[config.mk]
export PLATFORM = sky130hd
export DESIGN_NAME = smooth_2p3q_sequence_generator
export DESIGN_NICKNAME = d
export VERILOG_FILES = /design/src/hdl/s23sg_pkg.sv /design/src/hdl/smooth_2p3q_sequence_generator.sv /design/src/hdl/s23sg_front.sv /design/src/hdl/s23sg_queue.sv /design/src/hdl/s23sg_back.sv
export VERILOG_INCLUDE_DIRS = /design/src /design/src/hdl
export SDC_FILE = /design/constraint.sdc
export NUM_CORES = 1
export LEC_CHECK = 0
export ABC_AREA = 1
export BUFFER_PORTS_ARGS = -buffer_cell sky130_fd_sc_hd__buf_2
export CORE_ASPECT_RATIO = 1.5
export CORE_MARGIN = 2
export CORE_UTILIZATION = 30
export DETAILED_ROUTE_END_ITERATION = 10
export PLACE_DENSITY = 0.42
export REMOVE_ABC_BUFFERS = 1
export SETUP_SLACK_MARGIN = 0.15
export SLEW_MARGIN = 25
export SYNTH_ARGS = -nofsm -noshare
export SYNTH_HDL_FRONTEND = slang
export SYNTH_HIERARCHICAL = 1
export SYNTH_SLANG_ARGS = --single-unit
[constraint.sdc]
create_clock -name clk_i -period 10 [get_ports clk_i]
set_clock_uncertainty 0.15 [all_clocks]
set_input_delay 1.5 -clock clk_i [delete_from_list [all_inputs] [get_ports clk_i]]
set_output_delay 1.5 -clock clk_i [all_outputs]
set_load 0.03 [all_outputs]
[src/hdl/smooth_2p3q_sequence_generator_defines.svh]
// Assertion macros for the 3-smooth sequence generator.
// Depends on nothing; included by s23sg_back, the one module that carries assertions.
// The checking forms are dropped when SYNTHESIS is defined.
`ifndef SMOOTH_2P3Q_SEQUENCE_GENERATOR_DEFINES_SVH
`define SMOOTH_2P3Q_SEQUENCE_GENERATOR_DEFINES_SVH

`ifndef SYNTHESIS
`define S23SG_ASSERT_SAME(label, ante, cons, msg) \
  label: assert property (@(posedge clk_i) disable iff (!rst_ni) (ante) |-> (cons)) \
    else $error(msg);
`define S23SG_ASSERT_NEXT(label, ante, cons, msg) \
  label: assert property (@(posedge clk_i) disable iff (!rst_ni) (ante) |=> (cons)) \
    else $error(msg);
`else
`define S23SG_ASSERT_SAME(label, ante, cons, msg)
`define S23SG_ASSERT_NEXT(label, ante, cons, msg)
`endif

`endif

[src/hdl/s23sg_pkg.sv]
// Shared constants and types for the 3-smooth sequence generator.
// Depends on nothing; imported by every module of the block.
package s23sg_pkg;

  localparam int unsigned DefaultStoreDepth = 64;
  localparam int unsigned LimitWidth        = 13;
  localparam int unsigned ValueWidth        = 12;
  localparam int unsigned QueueDepth        = 2;

  localparam logic [LimitWidth-1:0] LimitCap   = 13'd4096;
  localparam logic [LimitWidth-1:0] SingleMax  = 13'd2;
  localparam logic [ValueWidth-1:0] FirstValue = 12'd1;

  typedef struct packed {
    logic [LimitWidth-1:0] lim;
    logic                  single;
  } job_t;

endpackage

[src/hdl/smooth_2p3q_sequence_generator.sv]
// Top level of the 3-smooth (2^p * 3^q) sequence generator.
// Depends on s23sg_pkg, s23sg_front, s23sg_queue and s23sg_back.
//
//  Channel   Direction  Handshake             Payload
//  request   in         start && !busy        limit_i
//  result    out        strobe_o (no stall)   value_o, last_o
//
// A request first sets up the store, then gives its values in ascending order, up to 55 of them.
// The merge engine produces one value per cycle from its store's two read ports.
// A request with a limit of two or less skips the merge run and gives only the value 1.
// Up to two requests wait in a queue; busy is high while it is full.
// Reset is asynchronous and active low; the value store is not cleared.
module smooth_2p3q_sequence_generator
  import s23sg_pkg::*;
#(
  parameter int unsigned STORE_DEPTH = DefaultStoreDepth
) (
  input  logic                  clk_i,
  input  logic                  rst_ni,
  input  logic                  start,
  output logic                  busy,
  input  logic [LimitWidth-1:0] limit_i,
  output logic [ValueWidth-1:0] value_o,
  output logic                  last_o,
  output logic                  strobe_o
);

  logic push, queue_full, job_valid, job_pop;
  job_t job_in, job_head;

  s23sg_front u_front (
    .start        (start),
    .busy         (busy),
    .limit_i      (limit_i),
    .queue_full_i (queue_full),
    .push_o       (push),
    .job_o        (job_in)
  );

  s23sg_queue u_queue (
    .clk_i   (clk_i),
    .rst_ni  (rst_ni),
    .push_i  (push),
    .job_i   (job_in),
    .pop_i   (job_pop),
    .full_o  (queue_full),
    .valid_o (job_valid),
    .job_o   (job_head)
  );

  s23sg_back #(
    .STORE_DEPTH (STORE_DEPTH)
  ) u_back (
    .clk_i       (clk_i),
    .rst_ni      (rst_ni),
    .job_valid_i (job_valid),
    .job_i       (job_head),
    .job_pop_o   (job_pop),
    .value_o     (value_o),
    .last_o      (last_o),
    .strobe_o    (strobe_o)
  );

endmodule

[src/hdl/s23sg_front.sv]
// Front end: takes requests, saturates the limit and marks trivial requests.
// Depends on s23sg_pkg.
module s23sg_front
  import s23sg_pkg::*;
(
  input  logic                  start,
  output logic                  busy,
  input  logic [LimitWidth-1:0] limit_i,
  input  logic                  queue_full_i,
  output logic                  push_o,
  output job_t                  job_o
);

  assign busy   = queue_full_i;
  assign push_o = start && !queue_full_i;

  always_comb begin
    job_o.lim    = (limit_i > LimitCap) ? LimitCap : limit_i;
    job_o.single = (limit_i <= SingleMax);
  end

endmodule

[src/hdl/s23sg_queue.sv]
// Short request queue between the front end and the merge engine.
// Depends on s23sg_pkg.
module s23sg_queue
  import s23sg_pkg::*;
(
  input  logic clk_i,
  input  logic rst_ni,
  input  logic push_i,
  input  job_t job_i,
  input  logic pop_i,
  output logic full_o,
  output logic valid_o,
  output job_t job_o
);

  localparam int unsigned PtrWidth = (QueueDepth > 1) ? $clog2(QueueDepth) : 1;
  localparam int unsigned CntWidth = $clog2(QueueDepth + 1);

  job_t                entry_q [QueueDepth];
  logic [PtrWidth-1:0] wr_q, wr_d, rd_q, rd_d;
  logic [CntWidth-1:0] cnt_q, cnt_d;

  assign full_o  = (cnt_q == CntWidth'(QueueDepth));
  assign valid_o = (cnt_q != '0);
  assign job_o   = entry_q[rd_q];

  always_comb begin
    wr_d  = wr_q;
    rd_d  = rd_q;
    cnt_d = cnt_q;
    if (push_i) begin
      wr_d = (wr_q == PtrWidth'(QueueDepth - 1)) ? '0 : wr_q + 1'b1;
    end
    if (pop_i) begin
      rd_d = (rd_q == PtrWidth'(QueueDepth - 1)) ? '0 : rd_q + 1'b1;
    end
    if (push_i && !pop_i) begin
      cnt_d = cnt_q + 1'b1;
    end else if (pop_i && !push_i) begin
      cnt_d = cnt_q - 1'b1;
    end
  end

  always_ff @(posedge clk_i or negedge rst_ni) begin
    if (!rst_ni) begin
      wr_q  <= '0;
      rd_q  <= '0;
      cnt_q <= '0;
    end else begin
      wr_q  <= wr_d;
      rd_q  <= rd_d;
      cnt_q <= cnt_d;
    end
  end

  always_ff @(posedge clk_i) begin
    if (push_i) begin
      entry_q[wr_q] <= job_i;
    end
  end

endmodule

[src/hdl/s23sg_back.sv]
// Merge engine: two-pointer merge over a store of the values produced so far.
// Depends on s23sg_pkg and the assertion macros header.
`include "smooth_2p3q_sequence_generator_defines.svh"
module s23sg_back
  import s23sg_pkg::*;
#(
  parameter int unsigned STORE_DEPTH = DefaultStoreDepth
) (
  input  logic                  clk_i,
  input  logic                  rst_ni,
  input  logic                  job_valid_i,
  input  job_t                  job_i,
  output logic                  job_pop_o,
  output logic [ValueWidth-1:0] value_o,
  output logic                  last_o,
  output logic                  strobe_o
);

  localparam int unsigned AddrWidth = $clog2(STORE_DEPTH);
  localparam int unsigned CntWidth  = $clog2(STORE_DEPTH + 1);

  typedef enum logic [1:0] {
    BackIdle = 2'b01,
    BackRun  = 2'b10
  } back_state_e;

  back_state_e state_q, state_d;

  logic [ValueWidth-1:0] store_q [STORE_DEPTH];
  logic [ValueWidth-1:0] rd2_q, rd3_q;
  logic [ValueWidth-1:0] pend_q, pend_d;
  logic [LimitWidth-1:0] lim_q, lim_d;
  logic [AddrWidth-1:0]  dp_q, dp_d, tp_q, tp_d;
  logic [CntWidth-1:0]   wi_q, wi_d;
  logic                  strobe_q, strobe_d;
  logic [ValueWidth-1:0] value_q, value_d;
  logic                  last_q, last_d;

  logic                  mem_we;
  logic [AddrWidth-1:0]  mem_waddr;
  logic [ValueWidth-1:0] mem_wdata;

  logic [ValueWidth:0]   cand2;
  logic [ValueWidth+1:0] cand3;
  logic [ValueWidth+1:0] nxt;
  logic                  stop;

  assign job_pop_o = (state_q == BackIdle) && job_valid_i;

  always_comb begin
    cand2 = {rd2_q, 1'b0};
    cand3 = {1'b0, rd3_q, 1'b0} + {2'b00, rd3_q};
    nxt   = ({1'b0, cand2} <= cand3) ? {1'b0, cand2} : cand3;
    stop  = (nxt >= {1'b0, lim_q}) || (wi_q == CntWidth'(STORE_DEPTH));
  end

  always_comb begin
    state_d   = state_q;
    pend_d    = pend_q;
    lim_d     = lim_q;
    dp_d      = dp_q;
    tp_d      = tp_q;
    wi_d      = wi_q;
    strobe_d  = 1'b0;
    value_d   = value_q;
    last_d    = last_q;
    mem_we    = 1'b0;
    mem_waddr = wi_q[AddrWidth-1:0];
    mem_wdata = nxt[ValueWidth-1:0];
    case (state_q)
      BackIdle: begin
        if (job_valid_i) begin
          mem_we    = 1'b1;
          mem_waddr = '0;
          mem_wdata = FirstValue;
          pend_d    = FirstValue;
          lim_d     = job_i.lim;
          dp_d      = '0;
          tp_d      = '0;
          wi_d      = CntWidth'(1);
          if (job_i.single) begin
            strobe_d = 1'b1;
            value_d  = FirstValue;
            last_d   = 1'b1;
          end else begin
            state_d = BackRun;
          end
        end
      end
      BackRun: begin
        strobe_d = 1'b1;
        value_d  = pend_q;
        last_d   = stop;
        if (stop) begin
          state_d = BackIdle;
        end else begin
          mem_we = 1'b1;
          pend_d = nxt[ValueWidth-1:0];
          wi_d   = wi_q + 1'b1;
          if ({1'b0, cand2} == nxt) begin
            dp_d = dp_q + 1'b1;
          end
          if (cand3 == nxt) begin
            tp_d = tp_q + 1'b1;
          end
        end
      end
      default: begin
        state_d = BackIdle;
      end
    endcase
  end

  always_ff @(posedge clk_i or negedge rst_ni) begin
    if (!rst_ni) begin
      state_q  <= BackIdle;
      dp_q     <= '0;
      tp_q     <= '0;
      wi_q     <= '0;
      strobe_q <= 1'b0;
    end else begin
      state_q  <= state_d;
      dp_q     <= dp_d;
      tp_q     <= tp_d;
      wi_q     <= wi_d;
      strobe_q <= strobe_d;
    end
  end

  always_ff @(posedge clk_i) begin
    pend_q  <= pend_d;
    lim_q   <= lim_d;
    value_q <= value_d;
    last_q  <= last_d;
  end

  always_ff @(posedge clk_i) begin
    if (mem_we) begin
      store_q[mem_waddr] <= mem_wdata;
    end
    rd2_q <= (mem_we && (mem_waddr == dp_d)) ? mem_wdata : store_q[dp_d];
    rd3_q <= (mem_we && (mem_waddr == tp_d)) ? mem_wdata : store_q[tp_d];
  end

  assign value_o  = value_q;
  assign last_o   = last_q;
  assign strobe_o = strobe_q;

  `S23SG_ASSERT_NEXT(a_ascending, strobe_q && !last_q, strobe_q && (value_q > $past(value_q)), "sequence not ascending or broken")
  `S23SG_ASSERT_NEXT(a_single_one, job_pop_o && job_i.single, strobe_q && last_q && (value_q == FirstValue), "trivial request must give 1")
  `S23SG_ASSERT_SAME(a_pointers, state_q == BackRun, (CntWidth'(dp_q) < wi_q) && (CntWidth'(tp_q) < wi_q), "merge pointer beyond stored values")
  `S23SG_ASSERT_NEXT(a_first_run, job_pop_o && !job_i.single, !strobe_q ##1 (strobe_q && (value_q == FirstValue)), "sequence must open with 1")

endmodule

[Yosys cells after proc, flatten, opt, wreduce, memory -nomap -nowiden]
Memories as Yosys holds them, arrays and structs flattened. A register that Yosys moved wholly into a read port is not among the register bits.
Index checks and enable logic that the tools add are counted.
Word-level totals
  bits in registers: 64
  memory bits (writable): 796
  input bits: 16
  output and inout port bits: 15
  word-level logic and storage cells: 96
  memories kept: 2
Operators by class
  add/sub/neg operators: 8
  magnitude comparators: 4
  equality and inequality tests: 11
  mux-type cells: 44
  reduce and logical (&&, ||, !) cells: 15
Memory list
  u_back.store_q: depth 64, width 12, rd ports 2, clocked after memory_dff 2, write ports 1, line s23sg_back.sv:29  | logic [ValueWidth-1:0] store_q [STORE_DEPTH];
  u_queue.entry_q: depth 2, width 14, rd ports 1, clocked after memory_dff 0, write ports 1, line s23sg_queue.sv:19  | job_t entry_q [QueueDepth];
Operator list (number)
  $mux 12: 6
  $mux 6: 8
  $pmux 12 s2: 2
  $pmux 6 s2: 2
  $add 13x12->14: 1
  $eq 13x14->1: 1
  $eq 14x14->1: 1
  $ge 14x13->1: 1
  $le 13x14->1: 1
  $mux 14: 1
  $mux 7: 2
  $pmux 7 s2: 1
  $gt 13x13->1 const B: 1
  $le 13x2->1 const B: 1
  $mux 13: 1
  $add 6x1->6 const B: 2
  $mux 1: 12
  $mux 2: 5
  $reduce_and 3->1: 3
  $add 7x1->7 const B: 1
  $eq 7x7->1 const B: 1
  $ne 2x2->1 const B: 3
  $pmux 1 s2: 3
  $reduce_bool 2->1: 3
  11 further kinds: 19

[Logic depth before layout (Yosys ltp)]
  depth after elaboration: 9
  depth in mapped cells: 66
  depth with buffers taken out: 58

[By module]
Netlist, hierarchy kept.
By module, submodules not included
  s23sg_back: times used 1, cells each 4436, area each 42135.4 µm², seq. area each 24995.2 µm²
  s23sg_queue: times used 1, cells each 69, area each 1270.0 µm², seq. area each 940.9 µm²
  s23sg_front: times used 1, cells each 45, area each 251.5 µm², seq. area each 0.0 µm²

[Least setup slack after synthesis]
OpenSTA, ideal clock, no wires.
  path type: register to register
  start point: reg (tool-made name)
  end point: mem u_back.store_q[17][0] (enable)
  library setup time: 0.380 ns
  arrival: 7.655 ns
  data required time: 9.470 ns
  slack: 1.815 ns
  stages on the path, launching flop included: 58
  buffers on the path: 10
  clock period less this slack: 8.185 ns
  path through: dfxtp_1 -> buf_6 -> buf_6 -> buf_2 -> buf_4 -> buf_2 -> clkbuf_1 -> clkbuf_1 -> nor2_1 -> o22ai_1 -> nor2_1 -> o32ai_1 -> o21ai_0 -> o21ai_0 -> ha_1 -> a21oi_1 -> nand2_1 -> nand4_1 -> [22 not listed] -> a21boi_0 -> o21ai_0 -> nand2_1 -> nand2_1 -> nand2_1 -> nand2_1 -> nand2_1 -> nand2_1 -> nand2_1 -> nand2_1 -> nand2_1 -> nand2_1 -> nand2_1 -> nor2_1 -> inv_1 -> a21oi_1 -> nand4_1 -> nor2_1
RTL lines (line)
  to (decl): s23sg_back.sv:29

==> results.json <==
{
  "pre_cts_ws_ps": 482.1,
  "syn_inst": 4550,
  "yosysTopAreaCell": "edfxtp_1",
  "slew_viol_final": 0,
  "min_period_ps": 9270,
  "nFillCells": 14770,
  "clk_path_buf_depth": 3,
  "drtIter0Drc": 3972,
  "grt_max_degree": 128,
  "synth-seq-cells": 872,
  "max_clock_freq_mhz": 107.9,
  "vias": 36530,
  "dp.cells": 6341,
  "areaGrowthSynthToFinish_pct": 13.22,
  "synthTopCellsByArea": "edfxtp_1 (57%), o21ai_0 (8.6%), nor2_1 (7.6%), nand2_1 (5.2%), o22ai_1 (4.5%)",
  "io_pins": 31,
  "avgSynthCellArea_sq_um": 9.595,
  "drt_pre_antenna_iters": 6,
  "synth_cell_type_count": 58,
  "outcome": "finished, final reports clean",
  "grt_pass1_vias": 35140,
  "rsz0062_at_grt": "false",
  "cp_top_family": "compound AO/OA/AOI/OAI gates",
  "required_ps": 10250,
  "fin_util_pct": 34.17,
  "wl_per_cell_microns": 28.32,
  "grt.total_usage_pct": 24.14,
  "antenna_found_initial": 4,
  "ys_seq_area_share_pct": 59.41,
  "multi_input_comb_area_sq_um": 15510,
  "dpl.hpwl_microns": 118500,
  "die_h_microns": 471.2,
  "cp-start-kind": "flip-flop",
  "cts.sinks": 872,
  "synth.top_cell.area_share_pct": 57.37,
  "cp_slowest_stage_delay_ps": 630,
  "initial_core_util_pct": 30.18,
  "worst_pin_slew_ps": 998.6,
  "cts_tree": "built",
  "cpMaxStageDelayCell": "o211ai_1",
  "drt-total-wl_microns": 184300,
  "hold_viol_final": 0,
  "cts_buffers": 87,
  "portBuffers": 30,
  "fin_nets": 4592,
  "dieArea_sq_um": 148700,
  "path_buf_inv": 8,
  "ant_nets": 0,
  "fin_cells": 6506,
  "cap_viol_max_count": 0,
  "worstSetupPathType": "flip-flop to flip-flop",
  "synthFlopType": "edfxtp_1",
  "core_sq_um": 144600,
  "grt_pass1_wl_microns": 258700,
  "hold_class": "flip-flop to flip-flop",
  "clock_latency_ps": 720,
  "clkTransAtPathRegs_ps": 60,
  "hold_buffers": 0,
  "synth_edf_count": 834,
  "slew_headroom_pct": 33.22,
  "drive_gt1_share_pct": 9.648,
  "endpoint_kind": "flip-flop",
  "syn_area_sq_um": 43660,
  "crit_fanout": 62,
  "tns_ps": 0,
  "cpMostUsedCell": "nand2_1",
  "htreeDepth": 3,
  "setup_ws_ps": 730.4,
  "final_cell_mix": "nor2_1 (865), edfxtp_1 (834), o21ai_0 (753), nand2_1 (606), o22ai_1 (317)",
  "finalSetupViolCount": 0,
  "fp.dieW_microns": 315.5,
  "finalCritPeriodShare_pct": 92.70,
  "viasPerCell": 5.614,
  "finalWeightedCongestion": 0.8962,
  "arrival_ps": 9520,
  "row_count": 171,
  "root_buffer": "clkbuf_16",
  "drc": 0,
  "globalRouteOverflowTotal": 0,
  "yosys_warnings": 6,
  "synthArstFlopShare_pct": 2.982,
  "final_common_cell": "nor2_1",
  "register_area_sq_um": 25960
}
cells in the mapped netlist (10+ instances only):
cell type and instances:
nor2_1 879, edfxtp_1 834, o21ai_0 753, nand2_1 607, o22ai_1 317, nand3_1 286
clkbuf_1 188, inv_1 147, buf_2 82, a21oi_1 68, ha_1 44, buf_4 43
o21ai_1 33, o211ai_1 32, o221ai_1 27, dfrtp_1 25, buf_6 18, dfxtp_1 12
nand4_1 11, a21oi_2 10
path summary, 6_finish.rpt:
| path | from | end | slack [ps] | cells after the start |
|---|---|---|---|---|
| min | u_queue/cnt_q[1] | u_queue/cnt_q[1] | 320 | 2 |
| max reg2reg | flip-flop | u_back/store_q[25][1] | 730 | 52 |
| min in group asynchronous | rst_ni | u_queue/wr_q | 670 | 1 |
| min reg2reg | u_queue/cnt_q[1] | u_queue/cnt_q[1] | 320 | 2 |
| max in group asynchronous | rst_ni | u_back/dp_q[0] | 8600 | 1 |
| max | flip-flop | u_back/store_q[25][1] | 730 | 52 |
area by class of cell:
class	instances	area share, %
multi-input combinational	3176	31.39
clock buffer	102	4.691
tap	1903	4.817
antenna	1	0.005063
clock inverter	58	1.167
inverter	159	1.311
timing repair buffer	235	4.098
sequential	872	52.52
cell families after synthesis:
group	Yosys count	share of synthesized area [%]
adder cells (fa/ha/maj)	45	1.307
AO/OA/AOI/OAI	1288	16.58
XOR/XNOR	12	0.2407
multiplexers	14	0.4385
flip-flops	872	59.41
buffers and inverters	502	5.291
AND/OR/NAND/NOR	1817	16.73
per-stage QoR:
| stage | cell area [sq um] | hold WS (ps) |
|---|---|---|
| after floorplan | 41950 | 291.7 |
| after global placement | 46440 | 313.7 |
| after detailed placement | 46440 | 314.3 |
| after CTS | 49340 | 330.6 |
| after global routing | 49430 | 358.3 |
| final | 49430 | 323.3 |
per-layer routing:
metal | routed length [microns] | vias to the layer above | GRT usage (%)
li1 | - | 16220 | -
met1 | 69770 | 18250 | 29.15
met2 | 93410 | 1695 | 42.39
met3 | 11280 | 359 | 2.677
met4 | 9784 | 2 | 11.86
met5 | 15 | - | 0
sequential cells by signal (all words and copies together) (netlist names), named ones only:
name	flops
u_back/store_q	768
u_queue/entry_q	28
u_back/lim_q	13
u_back/pend_q	12
u_back/value_o	12
u_back/wi_q	7
u_back/dp_q	6
u_back/tp_q	6
u_back/state_q	2
u_queue/cnt_q	2
u_back/last_o	1
u_back/strobe_o	1
u_queue/rd_q	1
u_queue/wr_q	1
worst reg2reg max path, delay by kind of cell (launching register included):
kind            cells  cell delay [ps]
buf+inv             8             1700
flops               1              560
fa+ha+maj           3             1070
compound gates     14             2890
simple gates       27             2620
repair_timing:
action,4_1_cts,5_1_grt
endpoints found under the setup margin,0,757
buffers inserted,0,3
resized for setup,0,10
hold endpoints to repair,0,0
Power is left out: the tool's default activity adds up to more than one toggle a clock period on the data nets, which glitch-free logic cannot reach.
